### src/design/nqb_pkg.sv
`timescale 1ns / 1ps

package nqb_pkg;

    // Default largest board the search supports
    localparam int MAX_SIZE_DEF = 16;

    // Fixed payload widths
    localparam int REQ_W = 5;
    localparam int ROW_W = 4;
    localparam int COL_W = 4;

    typedef enum logic [1:0] {
        S_IDLE,
        S_SEARCH,
        S_EMIT,
        S_FAIL
    } t_state;

    // Controller to datapath
    typedef struct packed {
        logic start;      // load size, clear search state
        logic step;       // one place / advance / backtrack step
        logic emit_init;  // rewind the emit row
        logic load_row;   // load one found word into the output register
        logic load_fail;  // load the not-found word into the output register
    } t_dp_cmd;

    // Datapath to controller
    typedef struct packed {
        logic found;      // every row holds a queen
        logic fail;       // search exhausted, or empty board
        logic emit_last;  // emit row is the final row
        logic out_free;   // output register can take a word
    } t_dp_status;

endpackage

### src/design/nqb_if.sv
`timescale 1ns / 1ps

interface nqb_req_if;
    logic                      valid;
    logic                      ready;
    logic [nqb_pkg::REQ_W-1:0] board_size_req;

    modport source (output valid, output board_size_req, input ready);
    modport sink   (input valid, input board_size_req, output ready);
endinterface

interface nqb_res_if;
    logic                      valid;
    logic                      ready;
    logic                      found;
    logic [nqb_pkg::ROW_W-1:0] row_index;
    logic [nqb_pkg::COL_W-1:0] queen_col;
    logic                      last;

    modport source (output valid, output found, output row_index, output queen_col,
                    output last, input ready);
    modport sink   (input valid, input found, input row_index, input queen_col,
                    input last, output ready);
endinterface

### src/design/nqb_ctrl.sv
`timescale 1ns / 1ps

module nqb_ctrl (
    input  logic                i_clk,
    input  logic                i_rst_n,
    input  logic                i_req_valid,
    input  nqb_pkg::t_dp_status i_status,
    output logic                o_req_ready,
    output nqb_pkg::t_dp_cmd    o_cmd
);

    nqb_pkg::t_state r_state;
    nqb_pkg::t_state n_state;

    always_ff @(posedge i_clk) begin
        if (!i_rst_n) begin
            r_state <= nqb_pkg::S_IDLE;
        end else begin
            r_state <= n_state;
        end
    end

    always_comb begin
        n_state     = r_state;
        o_cmd       = '0;
        o_req_ready = 1'b0;
        case (r_state)
            nqb_pkg::S_IDLE: begin
                o_req_ready = 1'b1;
                if (i_req_valid) begin
                    o_cmd.start = 1'b1;
                    n_state     = nqb_pkg::S_SEARCH;
                end
            end
            nqb_pkg::S_SEARCH: begin
                if (i_status.fail) begin
                    n_state = nqb_pkg::S_FAIL;
                end else if (i_status.found) begin
                    o_cmd.emit_init = 1'b1;
                    n_state         = nqb_pkg::S_EMIT;
                end else begin
                    o_cmd.step = 1'b1;
                end
            end
            nqb_pkg::S_EMIT: begin
                if (i_status.out_free) begin
                    o_cmd.load_row = 1'b1;
                    if (i_status.emit_last) begin
                        n_state = nqb_pkg::S_IDLE;
                    end
                end
            end
            nqb_pkg::S_FAIL: begin
                if (i_status.out_free) begin
                    o_cmd.load_fail = 1'b1;
                    n_state         = nqb_pkg::S_IDLE;
                end
            end
            default: begin
                n_state = nqb_pkg::S_IDLE;
            end
        endcase
    end

endmodule

### src/design/nqb_dp.sv
`timescale 1ns / 1ps

module nqb_dp #(
    parameter int MAX_SIZE = nqb_pkg::MAX_SIZE_DEF
) (
    input  logic                      i_clk,
    input  logic                      i_rst_n,
    input  logic [nqb_pkg::REQ_W-1:0] i_board_size_req,
    input  nqb_pkg::t_dp_cmd          i_cmd,
    input  logic                      i_res_ready,
    output nqb_pkg::t_dp_status       o_status,
    output logic                      o_res_valid,
    output logic                      o_found,
    output logic [nqb_pkg::ROW_W-1:0] o_row_index,
    output logic [nqb_pkg::COL_W-1:0] o_queen_col,
    output logic                      o_last
);

    localparam int SW  = $clog2(MAX_SIZE + 1);   // size, row and trial counters
    localparam int CW  = $clog2(MAX_SIZE);       // column index
    localparam int DW  = 2 * MAX_SIZE - 1;       // diagonal mask bits
    localparam int DIW = $clog2(DW);             // diagonal index

    // Search state
    logic [SW-1:0] r_size, n_size;
    logic [SW-1:0] r_row, n_row;
    logic [SW-1:0] r_trial, n_trial;
    logic [MAX_SIZE-1:0] r_cols, n_cols;
    logic [DW-1:0] r_diag, n_diag;
    logic [DW-1:0] r_anti, n_anti;
    logic [SW-1:0] r_emit_row, n_emit_row;

    // Per-row column store
    logic [CW-1:0] r_qcol [MAX_SIZE];
    logic          w_qc_we;
    logic [CW-1:0] w_qc_wa;
    logic [CW-1:0] w_qc_wd;
    logic [CW-1:0] w_qc_ra;
    logic [CW-1:0] w_qc_rd;

    // Output register
    logic                      r_out_valid, n_out_valid;
    logic                      r_found, n_found;
    logic [nqb_pkg::ROW_W-1:0] r_row_index, n_row_index;
    logic [nqb_pkg::COL_W-1:0] r_queen_col, n_queen_col;
    logic                      r_last, n_last;

    logic [SW-1:0]   w_size_sat;
    logic [SW-1:0]   w_rowm1;
    logic [SW:0]     w_try_diag;
    logic [SW:0]     w_try_anti;
    logic [SW:0]     w_bk_diag;
    logic [SW:0]     w_bk_anti;
    logic            w_free;
    logic            w_out_free;
    logic            w_emit_last;
    logic [CW+3:0]   w_qc_ext;
    logic [SW+3:0]   w_row_ext;

    always_comb begin
        if (32'(i_board_size_req) > MAX_SIZE) begin
            w_size_sat = SW'(MAX_SIZE);
        end else begin
            w_size_sat = SW'(i_board_size_req);
        end
    end

    assign w_rowm1  = r_row - 1'b1;
    assign w_qc_ra  = i_cmd.load_row ? r_emit_row[CW-1:0] : w_rowm1[CW-1:0];
    assign w_qc_rd  = r_qcol[w_qc_ra];

    // Diagonal indexes: row - col + n - 1 and row + col
    assign w_try_diag = (SW+1)'(r_row) + (SW+1)'(r_size) - (SW+1)'(1) - (SW+1)'(r_trial);
    assign w_try_anti = (SW+1)'(r_row) + (SW+1)'(r_trial);
    assign w_bk_diag  = (SW+1)'(w_rowm1) + (SW+1)'(r_size) - (SW+1)'(1)
                        - (SW+1)'(w_qc_rd);
    assign w_bk_anti  = (SW+1)'(w_rowm1) + (SW+1)'(w_qc_rd);

    assign w_free = !r_cols[r_trial[CW-1:0]] && !r_diag[w_try_diag[DIW-1:0]]
                    && !r_anti[w_try_anti[DIW-1:0]];

    assign w_emit_last = (SW'(r_emit_row + 1'b1) == r_size);
    assign w_out_free  = !r_out_valid || i_res_ready;

    assign o_status.found     = (r_row >= r_size) && (r_size != '0);
    assign o_status.fail      = (r_size == '0) || ((r_trial >= r_size) && (r_row == '0));
    assign o_status.emit_last = w_emit_last;
    assign o_status.out_free  = w_out_free;

    assign w_qc_ext  = {4'b0, w_qc_rd};
    assign w_row_ext = {4'b0, r_emit_row};

    // Search step and emit sequencing
    always_comb begin
        n_size     = r_size;
        n_row      = r_row;
        n_trial    = r_trial;
        n_cols     = r_cols;
        n_diag     = r_diag;
        n_anti     = r_anti;
        n_emit_row = r_emit_row;
        w_qc_we    = 1'b0;
        w_qc_wa    = r_row[CW-1:0];
        w_qc_wd    = r_trial[CW-1:0];
        if (i_cmd.start) begin
            n_size  = w_size_sat;
            n_row   = '0;
            n_trial = '0;
            n_cols  = '0;
            n_diag  = '0;
            n_anti  = '0;
        end else if (i_cmd.step) begin
            if (r_trial >= r_size) begin
                // Backtrack: lift the previous row's queen, resume one column on
                n_row   = w_rowm1;
                n_cols[w_qc_rd]              = 1'b0;
                n_diag[w_bk_diag[DIW-1:0]]   = 1'b0;
                n_anti[w_bk_anti[DIW-1:0]]   = 1'b0;
                n_trial = SW'(w_qc_rd) + 1'b1;
            end else if (w_free) begin
                n_cols[r_trial[CW-1:0]]      = 1'b1;
                n_diag[w_try_diag[DIW-1:0]]  = 1'b1;
                n_anti[w_try_anti[DIW-1:0]]  = 1'b1;
                w_qc_we = 1'b1;
                n_row   = r_row + 1'b1;
                n_trial = '0;
            end else begin
                n_trial = r_trial + 1'b1;
            end
        end
        if (i_cmd.emit_init) begin
            n_emit_row = '0;
        end else if (i_cmd.load_row) begin
            n_emit_row = r_emit_row + 1'b1;
        end
    end

    // Output register
    always_comb begin
        n_out_valid = r_out_valid && !i_res_ready;
        n_found     = r_found;
        n_row_index = r_row_index;
        n_queen_col = r_queen_col;
        n_last      = r_last;
        if (i_cmd.load_row) begin
            n_out_valid = 1'b1;
            n_found     = 1'b1;
            n_row_index = w_row_ext[3:0];
            n_queen_col = w_qc_ext[3:0];
            n_last      = w_emit_last;
        end else if (i_cmd.load_fail) begin
            n_out_valid = 1'b1;
            n_found     = 1'b0;
            n_row_index = '0;
            n_queen_col = '0;
            n_last      = 1'b1;
        end
    end

    always_ff @(posedge i_clk) begin
        if (!i_rst_n) begin
            r_size      <= '0;
            r_row       <= '0;
            r_trial     <= '0;
            r_cols      <= '0;
            r_diag      <= '0;
            r_anti      <= '0;
            r_emit_row  <= '0;
            r_out_valid <= 1'b0;
        end else begin
            r_size      <= n_size;
            r_row       <= n_row;
            r_trial     <= n_trial;
            r_cols      <= n_cols;
            r_diag      <= n_diag;
            r_anti      <= n_anti;
            r_emit_row  <= n_emit_row;
            r_out_valid <= n_out_valid;
        end
    end

    always_ff @(posedge i_clk) begin
        r_found     <= n_found;
        r_row_index <= n_row_index;
        r_queen_col <= n_queen_col;
        r_last      <= n_last;
        if (w_qc_we) begin
            r_qcol[w_qc_wa] <= w_qc_wd;
        end
    end

    assign o_res_valid = r_out_valid;
    assign o_found     = r_found;
    assign o_row_index = r_row_index;
    assign o_queen_col = r_queen_col;
    assign o_last      = r_last;

`ifndef SYNTHESIS
    // Each placed row holds exactly one column, one diagonal and one antidiagonal
    a_cols_match_rows: assert property (@(posedge i_clk) disable iff (!i_rst_n)
        $countones(r_cols) == 32'(r_row))
        else $error("column mask count differs from placed rows");

    a_diags_match_rows: assert property (@(posedge i_clk) disable iff (!i_rst_n)
        ($countones(r_diag) == 32'(r_row)) && ($countones(r_anti) == 32'(r_row)))
        else $error("diagonal mask count differs from placed rows");

    a_row_in_range: assert property (@(posedge i_clk) disable iff (!i_rst_n)
        (r_row <= r_size) && (r_trial <= r_size))
        else $error("row or trial column beyond board size");

    a_no_overwrite: assert property (@(posedge i_clk) disable iff (!i_rst_n)
        (r_out_valid && !i_res_ready) |-> !(i_cmd.load_row || i_cmd.load_fail))
        else $error("output word loaded while a held word waits");
`endif

endmodule

### src/design/n_queens_backtrack_solver.sv
`timescale 1ns / 1ps
// Sequence: take a request, run search steps (place, advance or backtrack) until the
//   board is seen solved or exhausted, then load the result words one by one.
// Requests: the next is taken once the last word is loaded; the search bounds the rate.
// Reset: synchronous active low on i_rst_n; clears the controller, search counters,
//   masks and output valid. No clearing pass: the column store is always written
//   before it is read.

module n_queens_backtrack_solver #(
    parameter int MAX_SIZE = nqb_pkg::MAX_SIZE_DEF
) (
    input  logic      i_clk,
    input  logic      i_rst_n,
    nqb_req_if.sink   i_req,
    nqb_res_if.source o_res
);

    nqb_pkg::t_dp_cmd    w_cmd;
    nqb_pkg::t_dp_status w_status;
    logic                w_req_ready;

    // Controller: sequence take, search, emit; hold in search until solved or exhausted
    nqb_ctrl u_ctrl (
        .i_clk       (i_clk),
        .i_rst_n     (i_rst_n),
        .i_req_valid (i_req.valid),
        .i_status    (w_status),
        .o_req_ready (w_req_ready),
        .o_cmd       (w_cmd)
    );

    // Datapath: occupancy masks, per-row column store, output register.
    // The output register parts the result side from the search, so a new
    // request is taken while the final word still waits.
    nqb_dp #(
        .MAX_SIZE (MAX_SIZE)
    ) u_dp (
        .i_clk            (i_clk),
        .i_rst_n          (i_rst_n),
        .i_board_size_req (i_req.board_size_req),
        .i_cmd            (w_cmd),
        .i_res_ready      (o_res.ready),
        .o_status         (w_status),
        .o_res_valid      (o_res.valid),
        .o_found          (o_res.found),
        .o_row_index      (o_res.row_index),
        .o_queen_col      (o_res.queen_col),
        .o_last           (o_res.last)
    );

    assign i_req.ready = w_req_ready;

endmodule

### src/flat_wrapper.sv
// flat-port wrapper written by rule: the top's interface ports become plain ports
module n_queens_backtrack_solver_flat 
#(
    parameter int MAX_SIZE = nqb_pkg::MAX_SIZE_DEF
)
  (i_clk, i_rst_n, i_req_valid, i_req_board_size_req, i_req_ready, o_res_valid, o_res_found, o_res_row_index, o_res_queen_col, o_res_last, o_res_ready);
  nqb_req_if i_req_i ();
  nqb_res_if o_res_i ();
  input  logic i_clk;
  input  logic i_rst_n;
  input wire logic [$bits(i_req_i.valid)-1:0] i_req_valid;
  input wire logic [$bits(i_req_i.board_size_req)-1:0] i_req_board_size_req;
  output wire logic [$bits(i_req_i.ready)-1:0] i_req_ready;
  output wire logic [$bits(o_res_i.valid)-1:0] o_res_valid;
  output wire logic [$bits(o_res_i.found)-1:0] o_res_found;
  output wire logic [$bits(o_res_i.row_index)-1:0] o_res_row_index;
  output wire logic [$bits(o_res_i.queen_col)-1:0] o_res_queen_col;
  output wire logic [$bits(o_res_i.last)-1:0] o_res_last;
  input wire logic [$bits(o_res_i.ready)-1:0] o_res_ready;
  assign i_req_i.valid = i_req_valid;
  assign i_req_i.board_size_req = i_req_board_size_req;
  assign i_req_ready = i_req_i.ready;
  assign o_res_valid = o_res_i.valid;
  assign o_res_found = o_res_i.found;
  assign o_res_row_index = o_res_i.row_index;
  assign o_res_queen_col = o_res_i.queen_col;
  assign o_res_last = o_res_i.last;
  assign o_res_i.ready = o_res_ready;
  n_queens_backtrack_solver #(.MAX_SIZE(MAX_SIZE)) u_core (.i_clk(i_clk), .i_rst_n(i_rst_n), .i_req(i_req_i), .o_res(o_res_i));
endmodule
### config.mk
export PLATFORM = sky130hd
export DESIGN_NAME = n_queens_backtrack_solver_flat
export DESIGN_NICKNAME = d
export VERILOG_FILES = /design/src/design/nqb_pkg.sv /design/src/design/nqb_if.sv /design/src/design/nqb_ctrl.sv /design/src/design/nqb_dp.sv /design/src/design/n_queens_backtrack_solver.sv /design/src/flat_wrapper.sv
export SDC_FILE = /design/constraint.sdc
export NUM_CORES = 1
export LEC_CHECK = 0
export ABC_AREA = 1
export BUFFER_PORTS_ARGS = -buffer_cell sky130_fd_sc_hd__buf_2
export CAP_MARGIN = 20
export CORE_MARGIN = 8
export CORE_UTILIZATION = 35
export CTS_CLUSTER_SIZE = 12
export DETAILED_ROUTE_END_ITERATION = 7
export PLACE_DENSITY = 0.58
export SLEW_MARGIN = 20
export SYNTH_ARGS = -nofsm -noshare
export SYNTH_HDL_FRONTEND = slang
export SYNTH_HIERARCHICAL = 1
export SYNTH_SLANG_ARGS = --single-unit
### constraint.sdc
create_clock -name i_clk -period 4.5 [get_ports i_clk]
set_input_delay 0.225 -clock i_clk [delete_from_list [all_inputs] [get_ports i_clk]]
set_output_delay 0.225 -clock i_clk [all_outputs]
set_load 0.05 [all_outputs]
[After elaboration in Yosys (flattened, before gate mapping)]
Memory sizes are Yosys's and may differ from the RTL's.
Index checks and enable logic that the tools add are counted.
Cells by class
  $add $sub $neg: 13
  $lt $le $gt $ge: 15
  equality and inequality tests: 9
  muxes and demuxes: 60
  bitwise logic cells: 10
  reduce and logical (&&, ||, !) cells: 28
Operator list (count)
  31-bit 2-to-1 mux: 4
  31-bit AND: 2
  31-bit inverter: 2
  31-bit OR: 2
  16-bit 2-to-1 mux: 2
  1-bit 2-to-1 mux: 27
  5-bit 2-to-1 mux: 5
  5-bit by 6-bit less-than comparator with 1-bit output, second input constant: 4
  1-bit demux with 5-bit select: 4
  5-bit by 1-bit greater-or-equal comparator with 1-bit output, second input constant: 4
  16-bit AND: 1
  2-bit 2-to-1 mux: 8
  4-bit 2-to-1 mux: 4
  16-bit inverter: 1
  16-bit OR: 1
  5-bit by 1-bit adder with 5-bit output, second input constant: 3
  5-bit adder: 3
  5-bit by 1-bit subtractor with 5-bit output, second input constant: 3
  1-bit logical AND: 11
  1-bit binary-select mux with 5-bit select: 2
  5-bit greater-or-equal comparator: 2
  5-bit zero test: 2
  4-bit by 5-bit less-than comparator with 1-bit output, second input constant: 2
  1-bit demux with 4-bit select: 2
  other kinds (22): 34
Word-level totals
  register bits after elaboration: 111
  bits in writable memories: 64
  input bits: 9
  memories: 1
Memory list
  u_core.u_dp.r_qcol: words 16, bits a word 4, read ports 1, clocked after memory_dff 0, write ports 1, line nqb_dp.sv:34  | logic [CW-1:0] r_qcol [MAX_SIZE];

[Depth between registers and ports, before layout]
Gate-level depths: netlist of run 1.
  depth after elaboration: 14
  depth in mapped cells: 29

[Hierarchy]
Netlist of run 1, hierarchy kept.
By module, submodules not included
  nqb_dp: times used 1, cells an instance 1708, area each 12306.8 sq um, sequential area each 4194.0 sq um
  nqb_ctrl: times used 1, cells an instance 31, area each 183.9 sq um, sequential area each 40.0 sq um

[Worst setup path before layout of run 1]
Ideal clock, no wire load.
  path type: register to register
  start: reg u_core.u_dp.r_out_valid (netlist: u_core/u_dp/o_res_valid)
  end: reg u_core.u_dp.r_diag[3]
  setup time: 0.071 ns
  arrival time: 4.336 ns
  setup slack: 0.093 ns
  cell stages (with the launch flop): 25
  path buffers: 4
  clock period less this slack: 4.407 ns
  cells stage by stage: dfxtp_1 > nand2_1 > buf_4 > inv_1 > nor3_1 > buf_4 > nand2_1 > nand2_1 > clkbuf_1 > nand2_1 > nand3_1 > nand3_1 > nand3_1 > nand2_1 > fa_1 > ha_1 > fa_1 > xor2_1 > inv_1 > clkbuf_1 > nand4_1 > nand3_1 > nand2_1 > nand3_2 > a21oi_2
RTL lines
  start: declaration: line nqb_dp.sv:42  | logic r_out_valid, n_out_valid;
  start signal: assignment: line nqb_dp.sv:178  | r_out_valid <= n_out_valid;
  end signal: assignment: line nqb_dp.sv:175  | r_diag <= n_diag;
  end: declaration: line nqb_dp.sv:29  | logic [DW-1:0] r_diag, n_diag;

[Final worst setup path of run 1]
  start: reg u_core.u_dp.r_size[1]
  end: reg u_core.u_dp.r_diag[11]
Between the ends
  word-level cells in the longest chain between the ends: 10
  elaborated cells on any way between the ends: 38
  those cells by class: add/sub (6); order compare (6); mux (11); bitwise (3); reduce/logical (12)
RTL lines
  start: declaration: line nqb_dp.sv:25  | logic [SW-1:0] r_size, n_size;
  start signal: assignment: line nqb_dp.sv:171  | r_size <= n_size;
  5-bit adder (on tied branches): line nqb_dp.sv:73, nqb_dp.sv:75
  5-bit by 1-bit subtractor with 5-bit output (on tied branches): line nqb_dp.sv:73, nqb_dp.sv:75
  5-bit subtractor or 5-bit by 4-bit subtractor with 5-bit output (tied branches): line nqb_dp.sv:73, nqb_dp.sv:76
  5-bit by 6-bit less-than comparator with 1-bit output (implied by the code) (tied with other cells): line nqb_dp.sv:122  | n_diag[w_try_diag[DIW-1:0]] = 1'b1;
  1-bit logical AND (implied by the code) (tied with other cells): line nqb_dp.sv:122
  1-bit 2-to-1 mux (implied by the code) (tied with other cells): line nqb_dp.sv:122
  1-bit demux with 5-bit select (tied with other cells): line nqb_dp.sv:122
  31-bit OR (no source line) (tied with other cells)
  31-bit 2-to-1 mux (tied with other cells): line nqb_dp.sv:120  | end else if (w_free) begin
  31-bit 2-to-1 mux or 2-bit AND reduction (tied branches)
Parallel ways exist; a longest one is shown, timed or not. The select of a mux whose other input is x is not followed.
A chain may end at the register's enable or synchronous reset.

==> results of run 1 <==
==> per-stage QoR <==
step / power (mW) / setup TNS, ns / setup slack, ns
3_3_place_gp: 6.920 / 0 / 0.2424
3_5_place_dp: 6.972 / 0 / 0.2277
5_1_grt: 9.106 / -0.3548 / -0.02844
4_1_cts: 8.521 / 0 / 0.2146
2_1_floorplan: 5.127 / 0 / 0.09319
6_report: 8.606 / 0 / 0.3120
==> layout make-up <==
class                   count  share of cell area (%)
multi-input cells        1322                   51.95
flip-flops and latches    175                   30.76
repair buffers             86                   4.508
inverters                 153                   4.227
well taps                 461                   4.190
clock buffers              17                   3.090
clock inverters            15                   1.272
==> kinds of logic after synthesis <==
| family | share of synthesized area [%] |
|---|---|
| xor gates and xnor gates | 1.463 |
| buffers and inverters | 9.045 |
| DFF | 33.90 |
| and+or+nand+nor | 38.67 |
| adders and majority gates | 5.730 |
| AOI/OAI and AO/OA | 11.20 |
==> cells in the final DEF (no fill, tap or decap), types with 17 or more instances in the layout <==
| master | n |
|---|---|
| buf_4 | 64 |
| o21bai_1 | 29 |
| a21oi_1 | 20 |
| ha_1 | 37 |
| nand3_2 | 68 |
| inv_1 | 140 |
| o21ai_0 | 81 |
| clkbuf_16 | 17 |
| nand4_1 | 84 |
| nor2_1 | 148 |
| buf_2 | 20 |
| edfxtp_1 | 73 |
| nand2_1 | 541 |
| a21oi_2 | 65 |
| nand3_1 | 169 |
| dfxtp_1 | 102 |
==> final timing paths <==
path,from,to,depth (start not counted)
worst max-delay path,u_core/u_dp/r_size[1]$_SDFFE_PN0P_,u_core/u_dp/r_diag[11]$_SDFFE_PP0P_,18
worst min-delay path,i_rst_n,u_core/u_ctrl/r_state[0]$_SDFFE_PN0P_,3
worst max register to register,u_core/u_dp/r_size[1]$_SDFFE_PN0P_,u_core/u_dp/r_diag[11]$_SDFFE_PP0P_,18
worst min register to register,u_core/u_dp/o_found$_SDFFE_PP1P_,u_core/u_dp/o_found$_SDFFE_PP1P_,2
==> power by group <==
group | switching [mW] | leakage (nW) | internal, mW
clock | 0.773 | 0.291 | 0.755
combinational | 3.93 | 3.83 | 1.37
sequential | 0.0524 | 1.50 | 1.73
total | 4.75 | 5.62 | 3.85
==> sequential cells by signal (all words and copies together) (netlist names) <==
name	count
u_core/u_ctrl/r_state	2
u_core/u_dp/o_found	1
u_core/u_dp/o_last	1
u_core/u_dp/o_queen_col	4
u_core/u_dp/o_res_valid	1
u_core/u_dp/o_row_index	4
u_core/u_dp/r_anti	31
u_core/u_dp/r_cols	16
u_core/u_dp/r_diag	31
u_core/u_dp/r_emit_row	5
u_core/u_dp/r_qcol	64
u_core/u_dp/r_row	5
u_core/u_dp/r_size	5
u_core/u_dp/r_trial	5
==> routing by layer <==
metal,vias up,track usage (%),share of wire (%)
li1,5795,-,-
met1,5534,23.30,45
met2,377,29.41,47
met3,63,2.483,5.5
met4,0,5.948,2.4
met5,-,0,0
==> worst max-delay path, cell delays in order (launching register included) <==
cell,delay [ns]
dfxtp_1,0.46
inv_1,0.20
fa_1,0.56
inv_1,0.05
ha_1,0.21
inv_1,0.09
fa_1,0.46
clkinv_1,0.20
nand2_1,0.08
nand2_1,0.10
nand3_1,0.12
nand2_1,0.10
nor2_2,0.04
nand3_2,0.14
nand2_4,0.17
nand2_2,0.11
buf_4,0.62
nand2_1,0.17
a21oi_2,0.16
==> metrics.csv, run 1 <==
metric,value,unit
status,"finished, final reports clean",
ys_async_sr_fraction,0,%
antenna_found_initial,0,
clockBufferDepth,2,
syn_nets,1798,
grt_max_degree,73,
drc,0,
whs,0.03874,ns
regArea,0.004234,sq mm
hold_violations,0,
placed_area,0.01313,sq mm
ys.flop_type,dfxtp_1,
multi_input_area,0.007152,sq mm
syn_inst,1739,
cts_resized,0,
synth.distinct_cells,39,
core,0.03540,sq mm
finClkSkew,0.01746,ns
final_cell_area,0.01377,sq mm
wl_per_cell,16.52,microns
antennaDiodeCount,0,
pin_count,21,
crit_path_end_kind,register,
synth_top_area_share,17.55,%
port_buffers,20,
max-cap-violations,0,
die_x,204.9,microns
relSlewSlack,43.16,%
clkLatencyLatePin,0.46,ns
grt.overflow.total,0,
min_path_type,primary input to register,
drt_wl_total,36810,microns
rows,69,
fin_cells,2229,
die_h,204.9,microns
syn_to_final_growth,10.21,%
synthTopCellsByArea,"edfxtp_1, dfxtp_1, nand2_1",
final-setup-viol-count,0,
numCtsBuffers,17,
avgSynthCellArea,7.183,sq um
cp_max_fo,68,
die-area,0.04199,sq mm
clkSlewWorstSetupHoldPaths,0.08,ns
cts_setup_buffers,0,
peakVddDrop,619.7,uV
r2r_slack,0.31,ns
power_density,625.2,mW/mm^2
worstPathRequired,4.89,ns
period_needed,4.188,ns
grt_use_total,17.69,%
grt_pass1_vias,11190,
n_fill_cell,3720,
cp.arrival,4.57,ns
initial_utilization,35.29,%
fin_crit_sh,93.07,%
num_vias,11770,
crit_type,register to register,
cts-root-buf,clkbuf_16,
rsz0062_at_grt,yes,
place_congestion,0.8604,
holdBufCountCts,0,
synth.most_common_cell,nand2_1,
critPathLaunchType,register,
p_leak,5.620,nW
ys_warn_count,6,
dp.cells,2196,
drive_gt1_share,16.18,%
ant_nets,0,
grt_pass1_wl,60360,microns
cts-htree-levels,4,
synth_area_leader_cell,edfxtp_1,
synth_common_cells,"nand2_1, nand3_1, nor2_1",
tritoncts,done,
dpl.hpwl,24570,microns
cts_sinks,175,
ys_seq_elements,175,
synth_edf_count,73,
drt_iter0_markers,875,
worstMarginPinSlew,0.8527,ns
final_nets,1814,
firstDrtPassIters,7,
post_drt_via_cell_ratio,5.280,
slew_violations,0,
fmax,238.8,MHz
fin_util,38.89,%
netlist_area,0.01249,sq mm
seq_area_frac_synth,33.90,%
Note: power is estimated with default switching activity, not from simulation.
==> inputs of run 2 (changes only) <==
--- a/config.mk
+++ b/config.mk
@@ -8,12 +8,12 @@
 export ABC_AREA = 1
 export BUFFER_PORTS_ARGS = -buffer_cell sky130_fd_sc_hd__buf_2
 export CAP_MARGIN = 20
+export CORE_ASPECT_RATIO = 1.75
 export CORE_MARGIN = 8
 export CORE_UTILIZATION = 35
 export CTS_CLUSTER_SIZE = 12
 export DETAILED_ROUTE_END_ITERATION = 7
 export PLACE_DENSITY = 0.58
-export SLEW_MARGIN = 20
 export SYNTH_ARGS = -nofsm -noshare
 export SYNTH_HDL_FRONTEND = slang
 export SYNTH_HIERARCHICAL = 1
==> run 2 against run 1 <==
Effect of this change:
- first-iteration DRC count up 16%
- clock skew up 0.0050 ns
- setup slack lost 0.033 ns
- global-route usage up 0.24 points
- die area rose by 0.57%
- utilization grew 0.42 points
- non-clock buffer count up 4
- critical path depth unchanged
- largest cell class unchanged
==> metrics.csv, run 2 (synthesized netlist as in run 1, its figures left out) <==
metric,value,unit,change
status,"finished, final reports clean",,unchanged
clkSlewWorstSetupHoldPaths,0.09,ns,was 0.08 ns
cts_sinks,175,,unchanged
die_x,158.8,microns,was 204.9 microns
firstDrtPassIters,6,,was 7
largest_register_ffs,64,,unchanged
timing.rr.start,u_core/u_dp/r_size[1]$_SDFFE_PN0P_,,unchanged
grt_pass1_wl,60950,microns,was 60360 microns
crit_path_top_delay_cell,fa_1,,was buf_4
grt_use_total,17.94,%,was 17.69%
ant_nets,0,,unchanged
final_nets,1818,,was 1814
worstPathRequired,4.63,ns,was 4.89 ns
worstMarginPinSlew,0.9534,ns,was 0.8527 ns
min_to,u_core/u_ctrl/r_state[0]$_SDFFE_PN0P_,,unchanged
finClkSkew,0.02251,ns,was 0.01746 ns
r2r_end,u_core/u_dp/r_qcol[10][3]$_DFFE_PP_,,was u_core/u_dp/r_diag[11]$_SDFFE_PP0P_
final_cell_mix,"nand2_1, nand3_1, nor2_1",,unchanged
crit_type,register to register,,unchanged
rr_worst_depth,18,,unchanged
crit_path_end_kind,register,,unchanged
die-area,0.04223,sq mm,was 0.04199 sq mm
post_drt_via_cell_ratio,5.322,,was 5.280
layout_commonest_cell,nand2_1,,unchanged
cts-htree-levels,4,,unchanged
grt.overflow.total,0,,unchanged
clockBufferDepth,2,,unchanged
final.setup.worst_slack,0.2790,ns,was 0.3120 ns
whs,0.02611,ns,was 0.03874 ns
peakVddDrop,687.2,uV,was 619.7 uV
worst-path-buf-inv,4,,was 5
rows,91,,was 69
dpl.hpwl,26900,microns,was 24570 microns
pin_count,21,,unchanged
cp.arrival,4.35,ns,was 4.57 ns
slew_violations,0,,unchanged
drive_gt1_share,16.14,%,was 16.18%
min_from,i_rst_n,,unchanged
fmax,236.9,MHz,was 238.8 MHz
r2r_slack,0.28,ns,was 0.31 ns
antennaDiodeCount,0,,unchanged
crit_top_cell,nand2_1,,unchanged
post-place-ws,0.2071,ns,was 0.2277 ns
path_cells,"inv_1, fa_1, inv_1, ha_1, inv_1, fa_1, clkinv_1, nand2_1, nand2_1, nand2_1, nand2_1, nand2_1, nand2_1, nor2_2, nand3_2, nor2_2, nand2_1, nor2_1",,"was inv_1, fa_1, inv_1, ha_1, inv_1, fa_1, clkinv_1, nand2_1, nand2_1, nand3_1, nand2_1, nor2_2, nand3_2, nand2_4, nand2_2, buf_4, nand2_1, a21oi_2"
cp_max_fo,10,,was 68
num_vias,11910,,was 11770
reg_top3,"u_core/u_dp/r_qcol x64, u_core/u_dp/r_anti x31, u_core/u_dp/r_diag x31",,unchanged
antenna_found_initial,0,,unchanged
relSlewSlack,36.44,%,was 43.16%
min_path_type,primary input to register,,unchanged
cpPeakStageDelay,0.54,ns,was 0.62 ns
largest-register,u_core/u_dp/r_qcol,,unchanged
core,0.03518,sq mm,was 0.03540 sq mm
tritoncts,done,,unchanged
multi_input_area,0.007142,sq mm,was 0.007152 sq mm
place_congestion,0.9106,,was 0.8604
holdBufCountCts,0,,unchanged
crit_family,simple AND/OR/NAND/NOR gates,,was adder cells
holdPathStages,3,,unchanged
period_needed,4.221,ns,was 4.188 ns
clkLatencyLatePin,0.47,ns,was 0.46 ns
cts-root-buf,clkbuf_16,,unchanged
drc,0,,unchanged
p_leak,5.667,nW,was 5.620 nW
initial_utilization,35.50,%,was 35.29%
max-cap-violations,0,,unchanged
power_density,641.0,mW/mm^2,was 625.2 mW/mm^2
regArea,0.004234,sq mm,unchanged
n_fill_cell,3605,,was 3720
critPathLaunchType,register,,unchanged
hold_violations,0,,unchanged
port_buffers,20,,unchanged
fin_crit_sh,93.80,%,was 93.07%
rsz0062_at_grt,yes,,unchanged
die_h,265.9,microns,was 204.9 microns
grt_max_degree,73,,unchanged
final-setup-viol-count,0,,unchanged
grt_pass1_vias,11360,,was 11190
wl_per_cell,17.09,microns,was 16.52 microns
drt_iter0_markers,1014,,was 875
drt_wl_total,38230,microns,was 36810 microns
numCtsBuffers,17,,unchanged
syn_to_final_growth,10.73,%,was 10.21%
run 2: metal layers:
| layer | GRT usage, % | wire length [microns] |
|---|---|---|
| met1 | 18.73 | 14620 |
| met2 | 33.65 | 20070 |
| met3 | 2.196 | 1418 |
| met4 | 11.01 | 2121 |
| met5 | 0 | 0 |
run 2: area by class of cell:
| type | count | area share [%] |
|---|---|---|
| Inverter | 153 | 4.179 |
| Clock buffer | 17 | 3.076 |
| Tap cell | 465 | 4.207 |
| Multi-Input combinational cell | 1322 | 51.64 |
| Clock inverter | 15 | 1.493 |
| Timing Repair Buffer | 90 | 4.795 |
| Sequential cell | 175 | 30.61 |
run 2: worst min-delay path, delay by kind of cell:
family        cells  cell delay [ns]
buf+inv           1             0.13
simple gates      2             0.09
run 2: through the flow:
stage	setup TNS [ns]	util, %	cell area, sq um	cells	power (mW)
final	0	39.31	13830	2237	8.865
after global routing	-0.07130	39.31	13830	2237	9.357
after CTS	0	39.30	13830	2237	8.782
after detailed placement	0	37.50	13190	2205	7.158
after global placement	0	37.50	13190	2205	7.135
after floorplan	0	-	12490	1739	5.127
run 2: worst max path at each step:
| stage | start | end | slack (ns) | cells after the start |
|---|---|---|---|---|
| 2_1_floorplan | u_core/u_dp/o_res_valid$_SDFF_PN0_ | u_core/u_dp/r_diag[3]$_SDFFE_PP0P_ | 0.09 | 24 |
| 3_3_place_gp | o_res_ready | u_core/u_dp/r_diag[21]$_SDFFE_PP0P_ | 0.23 | 23 |
| 3_5_place_dp | o_res_ready | u_core/u_dp/r_diag[19]$_SDFFE_PP0P_ | 0.21 | 23 |
| 4_1_cts | u_core/u_ctrl/r_state[0]$_SDFFE_PN0P_ | u_core/u_dp/r_diag[19]$_SDFFE_PP0P_ | 0.20 | 19 |
| 5_1_grt | u_core/u_dp/r_size[1]$_SDFFE_PN0P_ | u_core/u_dp/r_qcol[10][1]$_DFFE_PP_ | -0.01 | 18 |
| 6_report | u_core/u_dp/r_size[1]$_SDFFE_PN0P_ | u_core/u_dp/r_qcol[10][3]$_DFFE_PP_ | 0.28 | 18 |
run 2: power breakdown:
group / switching (mW) / leakage, nW / total (mW) / internal, mW
sequential: 0.0501 / 1.50 / 1.78 / 1.73
clock: 0.828 / 0.305 / 1.61 / 0.777
combinational: 4.02 / 3.87 / 5.48 / 1.46
run 2: repair_timing:
| action | CTS | global route |
|---|---|---|
| setup endpoints to repair | 0 | 26 |
| buffers inserted | 0 | 0 |
| resized for setup | 0 | 4 |
==> inputs of run 3 (changes only) <==
--- a/config.mk
+++ b/config.mk
@@ -13,7 +13,7 @@
 export CORE_UTILIZATION = 35
 export CTS_CLUSTER_SIZE = 12
 export DETAILED_ROUTE_END_ITERATION = 7
-export PLACE_DENSITY = 0.58
+export PLACE_DENSITY = 0.59
 export SYNTH_ARGS = -nofsm -noshare
 export SYNTH_HDL_FRONTEND = slang
 export SYNTH_HIERARCHICAL = 1
==> constraint.sdc (replaced) <==
create_clock -name i_clk -period 4.5 [get_ports i_clk]
set_input_delay 0.225 -clock i_clk [delete_from_list [all_inputs] [get_ports i_clk]]
set_output_delay 0.225 -clock i_clk [all_outputs]
set_load 0.02 [all_outputs]
==> run 3 against run 2 <==
Effect of this change:
- cell count hardly changed
- critical endpoint is now u_core/u_dp/r_qcol[14][1]$_DFFE_PP_
- register-to-register slack hardly changed
- utilization is 0.089 points higher
- die area stayed put
- final area is 0.23% higher
- flip-flop and latch count stayed put
- via count is 1.2% lower
- combinational power is 3% lower
- routed wire length is 0.24% higher
- total power is 2.5% lower
- first-iteration DRC count stayed put
- critical path depth stayed put
==> metrics.csv, run 3 (synthesized netlist as in run 1, its figures left out) <==
metric,value,unit,change
pwr-share-comb,61.4,%,was 61.9%
rows,91,,unchanged
cpPeakStageDelay,0.57,ns,was 0.54 ns
drt_iter0_markers,1014,,unchanged
worstMarginPinSlew,0.9476,ns,was 0.9534 ns
max-cap-violations,0,,unchanged
fin_crit_sh,93.81,%,was 93.80%
rsz0062_at_grt,yes,,unchanged
firstDrtPassIters,8,,was 6
p_leak,5.670,nW,was 5.667 nW
tritoncts,done,,unchanged
cts_resized,0,,unchanged
layout_commonest_cell,nand2_1,,unchanged
numCtsBuffers,17,,unchanged
dpl.hpwl,26630,microns,was 26900 microns
largest_register_ffs,64,,unchanged
grt_use_total,17.93,%,was 17.94%
finClkSkew,0.01154,ns,was 0.02251 ns
clkLatencyLatePin,0.46,ns,was 0.47 ns
critPathLaunchType,register,,unchanged
final.setup.worst_slack,0.2787,ns,was 0.2790 ns
die_h,265.9,microns,unchanged
place_congestion,0.9137,,was 0.9106
ant_nets,0,,unchanged
whs,0.05020,ns,was 0.02611 ns
cp.arrival,4.34,ns,was 4.35 ns
path_cells,"inv_1, fa_1, inv_1, ha_1, inv_1, fa_1, clkinvlp_4, nand2_1, nand2_1, nand2_1, nand2_1, nand2_1, nand2_1, nor2_2, nand3_2, nor2_2, nand2_1, nor2_1",,"was inv_1, fa_1, inv_1, ha_1, inv_1, fa_1, clkinv_1, nand2_1, nand2_1, nand2_1, nand2_1, nand2_1, nand2_1, nor2_2, nand3_2, nor2_2, nand2_1, nor2_1"
period_needed,4.221,ns,about the same
pwr-share-clk,18.1,%,about the same
largest-register,u_core/u_dp/r_qcol,,unchanged
worst-path-buf-inv,4,,unchanged
seqPwrFrac,20.5,%,was 20.0%
r2r_slack,0.28,ns,about the same
grt_max_degree,73,,unchanged
drt_wl_total,38320,microns,was 38230 microns
initial_utilization,35.50,%,unchanged
die_x,158.8,microns,unchanged
core,0.03518,sq mm,unchanged
power_density,623.6,mW/mm^2,was 641.0 mW/mm^2
reg_top3,"u_core/u_dp/r_qcol x64, u_core/u_dp/r_anti x31, u_core/u_dp/r_diag x31",,unchanged
total_power,8.645,mW,was 8.865 mW
port_buffers,20,,unchanged
num_vias,11770,,was 11910
p_switching,4.668,mW,was 4.900 mW
post-place-ws,0.1119,ns,was 0.2071 ns
crit_path_end_kind,register,,unchanged
cp_max_fo,10,,unchanged
post_drt_via_cell_ratio,5.265,,was 5.322
grt_pass1_wl,60840,microns,was 60950 microns
antenna_found_initial,0,,unchanged
fmax,236.9,MHz,about the same
crit_top_cell,nand2_1,,unchanged
grt.overflow.total,0,,unchanged
final_cell_mix,"nand2_1, nand3_1, nor2_1",,unchanged
cts-root-buf,clkbuf_16,,unchanged
cts-htree-levels,4,,unchanged
dp.cells,2203,,was 2205
fin_util,39.40,%,was 39.31%
clockBufferDepth,2,,unchanged
hold_violations,0,,unchanged
syn_to_final_growth,10.98,%,was 10.73%
min_path_type,primary input to register,,unchanged
die-area,0.04223,sq mm,unchanged
antennaDiodeCount,0,,unchanged
crit_type,register to register,,unchanged
placed_area,0.01322,sq mm,was 0.01319 sq mm
final_cell_area,0.01386,sq mm,was 0.01383 sq mm
fin_cells,2235,,was 2237
slew_violations,0,,unchanged
clkSlewWorstSetupHoldPaths,0.07,ns,was 0.09 ns
setup_tns,0,ns,unchanged
holdBufCountCts,0,,unchanged
cts_sinks,175,,unchanged
final-setup-viol-count,0,,unchanged
crit_family,simple AND/OR/NAND/NOR gates,,unchanged
crit_path_top_delay_cell,fa_1,,unchanged
worstPathRequired,4.62,ns,was 4.63 ns
final_nets,1816,,was 1818
p_int,3.977,mW,was 3.965 mW
grt_pass1_vias,11430,,was 11360
cts_setup_buffers,0,,unchanged
p_sw_share,54.00,%,was 55.28%
pin_count,21,,unchanged
status,"finished, final reports clean",,unchanged
drc,0,,unchanged
peakVddDrop,921.6,uV,was 687.2 uV
wl_per_cell,17.14,microns,was 17.09 microns
relSlewSlack,36.83,%,was 36.44%
drive_gt1_share,16.33,%,was 16.14%
-- run 3: changes by cell type in the layout (fill, tap and decap cells not counted), sizes merged --
cell      previous run  this run
inv                159       154
clkinv               9        10
clkinvlp             0         1
clkbuf              17        18
bufinv               0         2
buf                 90        88
-- run 3: path summary, 6_finish.rpt --
| check | from | to | cells after the start |
|---|---|---|---|
| worst max register to register | u_core/u_dp/r_size[1]$_SDFFE_PN0P_ | u_core/u_dp/r_qcol[14][1]$_DFFE_PP_ | 18 |
| worst max-delay path | u_core/u_dp/r_size[1]$_SDFFE_PN0P_ | u_core/u_dp/r_qcol[14][1]$_DFFE_PP_ | 18 |
| worst min register to register | u_core/u_dp/o_found$_SDFFE_PP1P_ | u_core/u_dp/o_found$_SDFFE_PP1P_ | 2 |
| worst min-delay path | i_rst_n | u_core/u_ctrl/r_state[1]$_SDFFE_PN0P_ | 3 |
-- run 3: cell type report --
type                    instances  area (sq um)
repair buffers                 88         696.9
clock inverters                14         178.9
multi-input cells            1322          7159
flip-flops and latches        175          4234
fillers                      3675         21320
inverters                     153         581.8
well taps                     465         581.8
clock buffers                  18         429.2
-- run 3: tightest hold or removal path: cells and delay by family --
family,cells,cell delay (ns)
buffers and inverters,1,0.13
AND/OR/NAND/NOR,2,0.11
-- run 3: power groups by stage --
stage	Combinational [mW]	Clock, mW	Sequential (mW)
final	5.31	1.56	1.77
after global routing	5.71	1.66	1.78
after CTS	5.17	1.60	1.77
after detailed placement	5.15	0	1.81
after global placement	5.09	0	1.81
after floorplan	3.18	0	1.85
-- run 3: routing by layer --
layer,vias to the layer above,track usage (%),share of wire [%]
met5,-,0,0
met2,347,33.85,53
li1,5803,-,-
met4,0,10.67,4.7
met3,106,2.181,3.5
met1,5511,18.69,39
